**config.mk**
```make
export PLATFORM = sky130hd
export DESIGN_NAME = mask_diagonal_extreme_corners
export DESIGN_NICKNAME = d
export VERILOG_FILES = /design/src/mdec_pkg.sv /design/src/mdec_front.sv /design/src/mdec_fifo.sv /design/src/mdec_back.sv /design/src/mask_diagonal_extreme_corners.sv
export SDC_FILE = /design/constraint.sdc
export NUM_CORES = 1
export LEC_CHECK = 0
export ABC_AREA = 1
export BUFFER_PORTS_ARGS = -buffer_cell sky130_fd_sc_hd__buf_2
export CORE_MARGIN = 3
export CORE_UTILIZATION = 30
export DETAILED_ROUTE_END_ITERATION = 7
export PLACE_DENSITY = 0.52
export SYNTH_ARGS = -nofsm -noshare
export SYNTH_HDL_FRONTEND = slang
export SYNTH_SLANG_ARGS = --single-unit
```
**constraint.sdc**
```tcl
create_clock -name clk -period 5.8 [get_ports clk]
set_input_delay 0.29 -clock clk [delete_from_list [all_inputs] [get_ports clk]]
set_output_delay 0.29 -clock clk [all_outputs]
set_load 0.01 [all_outputs]
```
**src/mdec_pkg.sv**
```systemverilog
package mdec_pkg;

  // Mask byte width and the value that marks a set pixel
  localparam int unsigned PIXEL_BITS = 8;
  localparam logic [PIXEL_BITS-1:0] SET_VALUE = 8'd255;

  // Classification flags carried with each request through the queue
  typedef struct packed {
    logic counted;
    logic eof;
  } mdec_flags_t;

  localparam int unsigned FLAGS_BITS = $bits(mdec_flags_t);

endpackage

```
**src/mdec_front.sv**
```systemverilog
module mdec_front #(
  parameter int unsigned COORD_BITS = 11
) (
  input  logic                              clk,
  input  logic                              rst,
  input  logic                              in_valid,
  output logic                              in_ready,
  input  logic [mdec_pkg::PIXEL_BITS-1:0]   pixel_value,
  input  logic [COORD_BITS-1:0]             row,
  input  logic [COORD_BITS-1:0]             col,
  input  logic                              end_of_frame,
  output logic                              q_valid,
  input  logic                              q_ready,
  output mdec_pkg::mdec_flags_t             q_flags,
  output logic [COORD_BITS-1:0]             q_x,
  output logic [COORD_BITS-1:0]             q_y
);

  logic                  valid;
  mdec_pkg::mdec_flags_t flags;
  logic [COORD_BITS-1:0] x;
  logic [COORD_BITS-1:0] y;

  assign in_ready = !valid || q_ready;
  assign q_valid  = valid;
  assign q_flags  = flags;
  assign q_x      = x;
  assign q_y      = y;

  // Stage valid
  always_ff @(posedge clk) begin
    if (rst) begin
      valid <= 1'b0;
    end else if (in_ready) begin
      valid <= in_valid;
    end
  end

  // Classify: set value, off row 0 and column 0
  always_ff @(posedge clk) begin
    if (in_valid && in_ready) begin
      flags.counted <= (pixel_value == mdec_pkg::SET_VALUE) &&
                       (col != '0) && (row != '0);
      flags.eof     <= end_of_frame;
      x             <= col;
      y             <= row;
    end
  end

endmodule

```
**src/mdec_fifo.sv**
```systemverilog
module mdec_fifo #(
  parameter int unsigned WIDTH = 24
) (
  input  logic             clk,
  input  logic             rst,
  input  logic             push_valid,
  output logic             push_ready,
  input  logic [WIDTH-1:0] push_data,
  output logic             pop_valid,
  input  logic             pop_ready,
  output logic [WIDTH-1:0] pop_data
);

  localparam int unsigned DEPTH = 2;

  logic [WIDTH-1:0] mem [DEPTH];
  logic             wr_ptr;
  logic             rd_ptr;
  logic [1:0]       count;
  logic             push;
  logic             pop;

  assign push_ready = (count != 2'(DEPTH));
  assign pop_valid  = (count != 2'd0);
  assign pop_data   = mem[rd_ptr];
  assign push       = push_valid && push_ready;
  assign pop        = pop_valid && pop_ready;

  // Pointers and fill count
  always_ff @(posedge clk) begin
    if (rst) begin
      wr_ptr <= 1'b0;
      rd_ptr <= 1'b0;
      count  <= 2'd0;
    end else begin
      if (push) begin
        wr_ptr <= !wr_ptr;
      end
      if (pop) begin
        rd_ptr <= !rd_ptr;
      end
      if (push && !pop) begin
        count <= count + 2'd1;
      end else if (pop && !push) begin
        count <= count - 2'd1;
      end
    end
  end

  // Entry storage
  always_ff @(posedge clk) begin
    if (push) begin
      mem[wr_ptr] <= push_data;
    end
  end

endmodule

```
**src/mdec_back.sv**
```systemverilog
module mdec_back #(
  parameter int unsigned COORD_BITS = 11
) (
  input  logic                  clk,
  input  logic                  rst,
  input  logic                  q_valid,
  output logic                  q_ready,
  input  mdec_pkg::mdec_flags_t q_flags,
  input  logic [COORD_BITS-1:0] q_x,
  input  logic [COORD_BITS-1:0] q_y,
  output logic                  out_valid,
  input  logic                  out_ready,
  output logic                  found,
  output logic [COORD_BITS-1:0] top_left_x,
  output logic [COORD_BITS-1:0] top_left_y,
  output logic [COORD_BITS-1:0] top_right_x,
  output logic [COORD_BITS-1:0] top_right_y,
  output logic [COORD_BITS-1:0] bottom_right_x,
  output logic [COORD_BITS-1:0] bottom_right_y,
  output logic [COORD_BITS-1:0] bottom_left_x,
  output logic [COORD_BITS-1:0] bottom_left_y
);

  localparam int unsigned SUM_BITS = COORD_BITS + 1;

  // Running extremes
  logic                       any_counted;
  logic [SUM_BITS-1:0]        best_min_sum;
  logic [SUM_BITS-1:0]        best_max_sum;
  logic signed [SUM_BITS-1:0] best_x_minus_y;
  logic signed [SUM_BITS-1:0] best_y_minus_x;
  logic [COORD_BITS-1:0]      tl_x, tl_y, tr_x, tr_y, br_x, br_y, bl_x, bl_y;

  logic                       any_counted_next;
  logic [SUM_BITS-1:0]        best_min_sum_next;
  logic [SUM_BITS-1:0]        best_max_sum_next;
  logic signed [SUM_BITS-1:0] best_x_minus_y_next;
  logic signed [SUM_BITS-1:0] best_y_minus_x_next;
  logic [COORD_BITS-1:0]      tl_x_next, tl_y_next, tr_x_next, tr_y_next;
  logic [COORD_BITS-1:0]      br_x_next, br_y_next, bl_x_next, bl_y_next;

  logic [SUM_BITS-1:0]        sum;
  logic signed [SUM_BITS-1:0] xmy;
  logic signed [SUM_BITS-1:0] ymx;
  logic                       go;
  logic                       emit;

  // An end-of-frame request waits only for a free output register
  assign q_ready = !q_flags.eof || !out_valid || out_ready;
  assign go      = q_valid && q_ready;
  assign emit    = go && q_flags.eof;

  assign sum = {1'b0, q_x} + {1'b0, q_y};
  assign xmy = $signed({1'b0, q_x}) - $signed({1'b0, q_y});
  assign ymx = $signed({1'b0, q_y}) - $signed({1'b0, q_x});

  // Strict compares: the first pixel in raster order keeps a tie
  always_comb begin
    any_counted_next    = any_counted;
    best_min_sum_next   = best_min_sum;
    best_max_sum_next   = best_max_sum;
    best_x_minus_y_next = best_x_minus_y;
    best_y_minus_x_next = best_y_minus_x;
    tl_x_next = tl_x;
    tl_y_next = tl_y;
    tr_x_next = tr_x;
    tr_y_next = tr_y;
    br_x_next = br_x;
    br_y_next = br_y;
    bl_x_next = bl_x;
    bl_y_next = bl_y;
    if (q_flags.counted) begin
      any_counted_next = 1'b1;
      if (!any_counted || (sum < best_min_sum)) begin
        best_min_sum_next = sum;
        tl_x_next = q_x;
        tl_y_next = q_y;
      end
      if (!any_counted || (xmy > best_x_minus_y)) begin
        best_x_minus_y_next = xmy;
        tr_x_next = q_x;
        tr_y_next = q_y;
      end
      if (!any_counted || (sum > best_max_sum)) begin
        best_max_sum_next = sum;
        br_x_next = q_x;
        br_y_next = q_y;
      end
      if (!any_counted || (ymx > best_y_minus_x)) begin
        best_y_minus_x_next = ymx;
        bl_x_next = q_x;
        bl_y_next = q_y;
      end
    end
  end

  // Frame state; cleared when the frame's end-of-frame request is accepted
  always_ff @(posedge clk) begin
    if (rst) begin
      any_counted <= 1'b0;
    end else if (go) begin
      any_counted <= emit ? 1'b0 : any_counted_next;
    end
  end

  always_ff @(posedge clk) begin
    if (go) begin
      best_min_sum   <= best_min_sum_next;
      best_max_sum   <= best_max_sum_next;
      best_x_minus_y <= best_x_minus_y_next;
      best_y_minus_x <= best_y_minus_x_next;
      tl_x <= tl_x_next;
      tl_y <= tl_y_next;
      tr_x <= tr_x_next;
      tr_y <= tr_y_next;
      br_x <= br_x_next;
      br_y <= br_y_next;
      bl_x <= bl_x_next;
      bl_y <= bl_y_next;
    end
  end

  // Output register
  always_ff @(posedge clk) begin
    if (rst) begin
      out_valid <= 1'b0;
    end else if (emit) begin
      out_valid <= 1'b1;
    end else if (out_ready) begin
      out_valid <= 1'b0;
    end
  end

  // Empty frame reports zero coordinates
  always_ff @(posedge clk) begin
    if (emit) begin
      found          <= any_counted_next;
      top_left_x     <= any_counted_next ? tl_x_next : '0;
      top_left_y     <= any_counted_next ? tl_y_next : '0;
      top_right_x    <= any_counted_next ? tr_x_next : '0;
      top_right_y    <= any_counted_next ? tr_y_next : '0;
      bottom_right_x <= any_counted_next ? br_x_next : '0;
      bottom_right_y <= any_counted_next ? br_y_next : '0;
      bottom_left_x  <= any_counted_next ? bl_x_next : '0;
      bottom_left_y  <= any_counted_next ? bl_y_next : '0;
    end
  end

endmodule

```
**src/mask_diagonal_extreme_corners.sv**
```systemverilog
// After its end-of-frame pixel is accepted, a frame's result passes the classify register,
// the 2-entry queue, then the extreme update into the output register, where it is valid.
// Throughput: 1 pixel per cycle, set by the compare/update of the back end, while no
// end-of-frame pixel waits for a held result to be taken.
// The output register lets the next frame's pixels flow while a result waits to be taken.
// Reset (rst, synchronous): empties the queue, drops the pending result, clears found state.
module mask_diagonal_extreme_corners #(
  parameter int unsigned COORD_BITS = 11
) (
  input  logic                              clk,
  input  logic                              rst,
  input  logic                              in_valid,
  output logic                              in_ready,
  input  logic [mdec_pkg::PIXEL_BITS-1:0]   pixel_value,
  input  logic [COORD_BITS-1:0]             row,
  input  logic [COORD_BITS-1:0]             col,
  input  logic                              end_of_frame,
  output logic                              out_valid,
  input  logic                              out_ready,
  output logic                              found,
  output logic [COORD_BITS-1:0]             top_left_x,
  output logic [COORD_BITS-1:0]             top_left_y,
  output logic [COORD_BITS-1:0]             top_right_x,
  output logic [COORD_BITS-1:0]             top_right_y,
  output logic [COORD_BITS-1:0]             bottom_right_x,
  output logic [COORD_BITS-1:0]             bottom_right_y,
  output logic [COORD_BITS-1:0]             bottom_left_x,
  output logic [COORD_BITS-1:0]             bottom_left_y
);

  localparam int unsigned Q_WIDTH = mdec_pkg::FLAGS_BITS + 2 * COORD_BITS;

  logic                  f_valid;
  logic                  f_ready;
  mdec_pkg::mdec_flags_t f_flags;
  logic [COORD_BITS-1:0] f_x;
  logic [COORD_BITS-1:0] f_y;
  logic                  b_valid;
  logic                  b_ready;
  logic [Q_WIDTH-1:0]    b_data;
  mdec_pkg::mdec_flags_t b_flags;
  logic [COORD_BITS-1:0] b_x;
  logic [COORD_BITS-1:0] b_y;

  assign b_flags = mdec_pkg::mdec_flags_t'(b_data[Q_WIDTH-1 -: mdec_pkg::FLAGS_BITS]);
  assign b_x     = b_data[2*COORD_BITS-1:COORD_BITS];
  assign b_y     = b_data[COORD_BITS-1:0];

  // Front end: accept and classify
  mdec_front #(.COORD_BITS(COORD_BITS)) u_front (
    .clk          (clk),
    .rst          (rst),
    .in_valid     (in_valid),
    .in_ready     (in_ready),
    .pixel_value  (pixel_value),
    .row          (row),
    .col          (col),
    .end_of_frame (end_of_frame),
    .q_valid      (f_valid),
    .q_ready      (f_ready),
    .q_flags      (f_flags),
    .q_x          (f_x),
    .q_y          (f_y)
  );

  // Decoupling queue
  mdec_fifo #(.WIDTH(Q_WIDTH)) u_fifo (
    .clk        (clk),
    .rst        (rst),
    .push_valid (f_valid),
    .push_ready (f_ready),
    .push_data  ({f_flags, f_x, f_y}),
    .pop_valid  (b_valid),
    .pop_ready  (b_ready),
    .pop_data   (b_data)
  );

  // Back end: track extremes and emit per frame
  mdec_back #(.COORD_BITS(COORD_BITS)) u_back (
    .clk            (clk),
    .rst            (rst),
    .q_valid        (b_valid),
    .q_ready        (b_ready),
    .q_flags        (b_flags),
    .q_x            (b_x),
    .q_y            (b_y),
    .out_valid      (out_valid),
    .out_ready      (out_ready),
    .found          (found),
    .top_left_x     (top_left_x),
    .top_left_y     (top_left_y),
    .top_right_x    (top_right_x),
    .top_right_y    (top_right_y),
    .bottom_right_x (bottom_right_x),
    .bottom_right_y (bottom_right_y),
    .bottom_left_x  (bottom_left_x),
    .bottom_left_y  (bottom_left_y)
  );

endmodule
```
* Word level (Yosys, flattened, before mapping)
Memories as Yosys holds them, arrays and structs flattened. A register that Yosys moved wholly into a read port is not among the register bits.
Index checks and enable logic that the tools add are counted.
** Word-level totals
- Bits in registers :: 256
- Memory bits (writable) :: 48
- Input bits :: 35
- Output and inout bits :: 91
- Logic and storage cells :: 101
- Memories :: 1
** Memory list
- u_fifo.mem :: depth 2, bits a word 24, read ports 1, clocked after Yosys merged registers in 1, write ports 1, RTL line mdec_fifo.sv:16 : logic [WIDTH-1:0] mem [DEPTH];
** Cells by class
- Add/sub/neg operators :: 5
- Order comparisons :: 4
- Equal/unequal tests :: 2
- Mux-type cells :: 26
- Reductions and logical operators :: 32
** Operator list (count)
- $mux 11 :: 16
- $gt 12x12->1 :: 3
- $sub 11x11->12 :: 2
- $reduce_bool 11->1 :: 2
- $add 11x11->12 :: 1
- $lt 12x12->1 :: 1
- $reduce_and 3->1 :: 4
- $eq 8x8->1 const B :: 1
- $logic_and 1x1->1 :: 8
- $logic_not 1->1 :: 8
- $mux 1 :: 8
- $logic_or 1x1->1 :: 7
- $reduce_bool 2->1 :: 3
- $mux 2 :: 2
- $add 2x1->2 const B :: 1
- $ne 2x2->1 const B :: 1
- $sub 2x1->2 const B :: 1

* Depth between registers and ports, before layout
Gate-level depths: netlist of run 1.
- Word-level depth :: 7
- Depth in mapped cells :: 31
- Gate-level depth less buffers :: 29

* Hierarchy
A second synthesis of run 1 with hierarchy kept.
** Second synthesis, totals
- Cells, all modules :: 1425
- Area total of the unflattened synthesis :: 14919.3 um^2
** By module, submodules not included
- mdec_back :: instances 1, cells an instance 1258, area each 11972.7 um^2, sequential area each 6796.5 um^2
- mdec_fifo :: instances 1, cells an instance 112, area each 2077.0 um^2, sequential area each 1541.5 um^2
- mdec_front :: instances 1, cells an instance 55, area each 869.6 um^2, sequential area each 740.7 um^2

* Worst setup path after synthesis of run 1
No wires, ideal clock.
- Path kind :: register to register
- From :: reg (tool-made name)
- To :: reg u_back.bottom_left_x[0] (enable)
- Setup time :: 444 ps
- Arrival time :: 4947 ps
- Required time :: 5356 ps
- Slack :: 409 ps
- Stages on the path, launching flop included :: 9
- Period minus slack after synthesis :: 5391 ps
- Cells stage by stage :: dfxtp_1 inv_2 buf_2 nand2_1 nand2_1 nand3_1 o21a_1 nand2_1 inv_1
** RTL lines
- end signal: assignment :: RTL line mdec_back.sv:144 : bottom_left_x <= any_counted_next ? bl_x_next : '0;
- end: declaration :: RTL line mdec_back.sv:20 : output logic [COORD_BITS-1:0] bottom_left_x,

==> results of run 1 <==
## sequential cells by signal, indices dropped and copies added (netlist names), 12 cells and up, named ones only
name and count:
u_back.best_y_minus_x 12, u_back.best_min_sum 12, u_back.best_max_sum 12, u_fifo.mem 48
u_back.best_x_minus_y 12
## worst max-delay path, delay by kind of cell, from the launching register on
family	cells	cell delay, ns
compound gates	3	1.30
fa+ha+maj	2	0.86
flops	1	0.31
xor+xnor	1	0.20
simple gates	13	1.81
buf+inv	3	0.53
## per-layer routing
metal  vias to the layer above  wire length (um)  share of wire (%)  GRT usage (%)
li1                       4818                 -                  -              -
met1                      4623             16300                 45           18.9
met2                       244             17500                 48           23.7
met3                        48              2100                5.7           3.16
met4                         0               719                2.0           3.62
met5                         -                 0                  0              0
## cell usage after synthesis, types with 6 or more instances
| cell type | number | area, um2 |
|---|---|---|
| buf_2 | 20 | 100 |
| nand3_1 | 84 | 420 |
| inv_2 | 8 | 30.0 |
| buf_6 | 6 | 67.6 |
| nor2_1 | 75 | 282 |
| o21ai_0 | 26 | 130 |
| or2_2 | 21 | 131 |
| a21oi_1 | 64 | 320 |
| nor2_2 | 26 | 163 |
| clkbuf_1 | 11 | 41.3 |
| xor2_1 | 25 | 219 |
| edfxtp_1 | 297 | 8920 |
| o21ai_1 | 23 | 115 |
| nand4_1 | 12 | 75.1 |
| nand2_1 | 237 | 890 |
| inv_1 | 259 | 972 |
| o21ai_2 | 19 | 166 |
| dfxtp_1 | 8 | 160 |
| ha_1 | 81 | 1010 |
## cells by family (layout without fill, tap and decap cells)
| kind of cell | count (synthesis) | after routing |
|---|---|---|
| adder cells (fa/ha/maj) | 84 | 84 |
| flip-flops | 305 | 305 |
| XOR/XNOR | 27 | 27 |
| AND/OR/NAND/NOR | 482 | 482 |
| AO/OA/AOI/OAI | 152 | 152 |
| buffers and inverters | 311 | 492 |
## metrics by stage
stage | util [%] | area, um2
final | 36.2 | 17400
after global routing | 36.2 | 17400
after CTS | 36.2 | 17400
after detailed placement | 33.3 | 16000
after global placement | 33.3 | 16000
after floorplan | - | 14700
## what timing repair did
item / CTS / global route
setup endpoints to repair: 0 / 0
endpoints found under the hold margin: 23 / 0
hold buffers: 23 / 0
## worst min path at each step
stage	startpoint	end	slack, ns	depth (start not counted)
after global placement	u_front.q_x[6]	u_fifo.mem[0][17]	0.43	0
after floorplan	rst	u_back.out_valid	0.36	1
after global routing	rst	u_front.q_valid	0.01	2
final	rst	u_front.q_valid	0.03	2
after detailed placement	u_front.q_x[6]	u_fifo.mem[1][17]	0.43	0
after CTS	rst	u_front.q_valid	0.005	2
## area by class of cell
| cell class | count | area share [%] |
|---|---|---|
| clock inverter | 22 | 1.25 |
| sequential | 305 | 52.2 |
| timing repair buffer | 163 | 5.64 |
| tap | 615 | 4.43 |
| multi-input combinational | 745 | 25.3 |
| inverter | 267 | 5.78 |
| clock buffer | 40 | 5.39 |
==> metrics, run 1 <==
status completed; critical path endpoint u_back.best_x_minus_y[2]; Hold WC Path Type in2reg; Critical Path AT 5.58 ns; max-cap violations 0; clk sinks 305; # port buffers 125; routed via count 9733; RSZ-0062 raised after global routing no; Max Freq 187 MHz; top_reg_cell synth edfxtp_1; Setup TNS 0 ns; total CTS buffers 37; clock skew 0.0111 ns; endpoint class of the critical path register; Post-Synthesis Cell Area 14700 um2; Synth Area in XOR/XNOR 1.61%; die area 51700 um2; GPL Wtd Cong 0.844; Post-Syn Nets 1480; syn avg cell area 10.8 um2; Via-to-Cell Ratio 4.51; post-synthesis adder-cell area fraction 7.30%; total track usage 14.2%; final setup margin 0.445 ns; slew of the pin with the lowest slew margin 1.18 ns; register bit total from synthesis 305; Final #Nets 1638; r2r endpoint u_back.best_x_minus_y[2]; antenna cells 0; Core ar. 48000 um2; critical path cell sequence buf_4 > o21ai_0 > ha_1 > nand3_1 > nand2_1 > a21oi_1 > nor2_1 > nor2_1 > o21ai_0 > xor2_1 > ha_1 > nand2_1 > inv_1 > nand2_1 > nor2_2 > nand2_1 > nand4_1 > nand3_2 > nand2_4 > nand2_4 > nor2_1 > buf_4; cell with the most instances on the worst path nand2_1; reg2reg path depth 22; Rel. slew slack 20.3%; post-route antenna net violation count 0; Root Driver clkbuf_16; Final HPWL DP 25.4 mm; Pre-Repair DR Iteration Count 5; Die Height 227 um; Synth Warn # 0; most common cell after layout, fill and taps aside edfxtp_1; CTS clk-pin slew, worst paths 0.06 ns; DRC violations left 0; area of the multi-input gates 4390 um2; Starting Density 30.6%; CP max-delay cell o21ai_0; post-placement cell count 2072; Req. time, crit path 6.03 ns; largest family of logic cells by synthesized area simple AND/OR/NAND/NOR gates; CP max stage delay 0.97 ns; synth unique cells 43; fin crit period 5.36 ns; initial drt markers 694; crit share post-route 92.3%; area delta synth->final 18.2%; Final Hold Fails 0; Post-CTS Resized 0; postcts setup bufs 0; Die X 227 um; crit path launch type register; GRT overflow 0; share of post-route cells with drive strength above 1 18.5%; Max Slew Vio Count 0; CP Class reg2reg; IO Count 126; Longest Clk Path Bufs 3; mux share of post-synthesis cell area 0%; TritonCTS clock tree yes; Simple-Gate Fraction of Synth Area 14.8%; WL/cell 17.0 um; number of global-route vias before repair 9657; EDFF count, synth 297; register area share after synthesis 61.7%; Mapped Cells 1361; drt total wl 36.7 mm; final setup fails 0; initial antenna violation count 0; Reg area 9080 um2; clk_lat worst skew 0.53 ns; Setup WS pre-CTS 0.437 ns; worst-path maximum fanout 24; Rows 80; Async SR Flop Fraction 0%; most frequent cells in the layout 297 x edfxtp_1, 258 x inv_1, 237 x nand2_1; fillers 4835; pin count of the biggest net entering global routing 73; CTS H-Tree Depth 2; Synth Area in Compound Gates 6.08%; Min Hold Slack 0.0346 ns; first-pass GRT wire length 56.2 mm; Non-Filler Instances 2157; r2r setup slk 0.44 ns
Power of run 1 is not shown: default switching activity piles up to over one toggle a cycle in this logic, so the estimate is an artifact.
==> run 2: changes to the inputs <==
Settings changed: PLACE_DENSITY 0.52 to 0.56.
==> metrics, run 2 (same netlist as run 1, synthesis figures left out) <==
status completed (unchanged); Max Slew Vio Count 0 (unchanged); final setup fails 0 (unchanged); crit share post-route 88.8% (was 92.3%); reg2reg path depth 19 (was 22); die area 51700 um2 (unchanged); Via-to-Cell Ratio 4.53 (was 4.51); CTS clk-pin slew, worst paths 0.06 ns (about the same); first-pass GRT wire length 56.0 mm (was 56.2 mm); GPL Wtd Cong 0.891 (was 0.844); r2r endpoint u_back.bottom_right_x[3] (was u_back.best_x_minus_y[2]); worst-path maximum fanout 39 (was 24); fillers 4773 (was 4835); Root Driver clkbuf_16 (unchanged); Cell Area, Placed 16000 um2 (about the same); initial antenna violation count 1 (was 0); worst hold path endpoint u_back.out_valid (was u_front.q_valid); CTS H-Tree Depth 2 (unchanged); max-cap violations 0 (unchanged); post-route antenna net violation count 0 (unchanged); number of global-route vias before repair 9943 (was 9657); Hold WC Path Type in2reg (unchanged); share of post-route cells with drive strength above 1 17.9% (was 18.5%); TritonCTS clock tree yes (unchanged); Starting Density 30.6% (unchanged); endpoint class of the critical path register (unchanged); Min Hold Slack 0.0292 ns (was 0.0346 ns); WHS Path Cells 2 (unchanged); clk_lat worst skew 0.54 ns (was 0.53 ns); slew of the pin with the lowest slew margin 0.888 ns (was 1.18 ns); Rel. slew slack 40.8% (was 20.3%); post-route cell area 17200 um2 (was 17400 um2); GRT overflow 0 (unchanged); most common cell after layout, fill and taps aside edfxtp_1 (unchanged); fin crit period 5.15 ns (was 5.36 ns); IO Count 126 (unchanged); total CTS buffers 34 (was 37); Req. time, crit path 6.07 ns (was 6.03 ns); Rows 80 (unchanged); postcts setup bufs 0 (unchanged); Pre-Repair DR Iteration Count 8 (was 5); Die X 227 um (unchanged); CP Class reg2reg (unchanged); Final #Nets 1636 (was 1638); Critical Path AT 5.42 ns (was 5.58 ns); drt total wl 36.4 mm (was 36.7 mm); Longest Clk Path Bufs 3 (unchanged); hold_sp rst (unchanged); DRC violations left 0 (unchanged); # port buffers 125 (unchanged); routed via count 9777 (was 9733); RSZ-0062 raised after global routing no (unchanged); area delta synth->final 17.2% (was 18.2%); crit path launch type register (unchanged); Max Freq 194 MHz (was 187 MHz); Core ar. 48000 um2 (unchanged); Die Height 227 um (unchanged); Final HPWL DP 25.5 mm (was 25.4 mm); total track usage 14.2% (about the same); WL/cell 16.9 um (was 17.0 um); Largest Register u_fifo.mem (unchanged); max reg flops 48 (unchanged); most frequent cells in the layout 297 x edfxtp_1, 258 x inv_1, 237 x nand2_1 (unchanged); r2r setup slk 0.65 ns (was 0.44 ns); clock skew 0.0248 ns (was 0.0111 ns); Final Hold Fails 0 (unchanged); pin count of the biggest net entering global routing 73 (unchanged); initial drt markers 771 (was 694); clk sinks 305 (unchanged); Setup TNS 0 ns (unchanged)
-- run 2: how the worst max path moves through the flow --
| stage | to | slack, ns | startpoint |
|---|---|---|---|
| after global placement | u_back.bottom_right_x[3] | 0.58 | register |
| after global routing | u_back.bottom_right_x[3] | 0.17 | register |
| after detailed placement | u_back.best_min_sum[11] | 0.61 | register |
| after CTS | u_back.best_min_sum[0] | 0.60 | register |
| final | u_back.bottom_right_x[3] | 0.65 | register |
| after floorplan | u_back.bottom_left_x[0] | 0.41 | register |
-- run 2: final cells by class --
cell class / instances / area, um2 / share of cell area, %
Tap cell: 615 / 769 / 4.46
Inverter: 267 / 1000 / 5.83
Timing Repair Buffer: 164 / 988 / 5.73
Clock buffer: 42 / 881 / 5.11
Clock inverter: 18 / 126 / 0.733
Antenna cell: 1 / 2.50 / 0.0145
Multi-Input combinational cell: 745 / 4390 / 25.5
Sequential cell: 305 / 9080 / 52.7
-- run 2: through the flow --
stage | worst slack (ns) | utilization, % | cells
2_1_floorplan | 0.409 | - | 1361
3_3_place_gp | 0.584 | 33.3 | 2073
3_5_place_dp | 0.610 | 33.3 | 2073
4_1_cts | 0.600 | 35.9 | 2156
5_1_grt | 0.165 | 35.9 | 2156
6_report | 0.652 | 35.9 | 2157
-- run 2: timing repair --
item | CTS | global route
endpoints found under the hold margin | 23 | 0
resized for setup | 0 | 0
hold buffers | 23 | 0
-- run 2: per-layer routing --
layer	routed length, um	vias to the layer above	track usage, %
met2	17800	242	24.0
met1	16000	4673	18.8
met3	1900	52	2.64
li1	-	4810	-
met4	722	0	3.70
met5	0	-	0
-- run 2: critical path, stage by stage (launching register included) --
cell and delay (ns):
dfxtp_1 0.31, buf_4 0.25, o21ai_0 0.71, ha_1 0.52, or2_2 0.37, nor3_1 0.22
nand3_1 0.12, o2111ai_1 0.18, xor2_1 0.37, ha_1 0.32, a21oi_1 0.15, o21a_1 0.15
nand3_1 0.08, nand2_1 0.06, nand2_1 0.07, nand2_2 0.18, buf_4 0.41, nand2_1 0.10
o21ai_1 0.22, nor2_1 0.08
Power of run 2 is left out for the same reason.
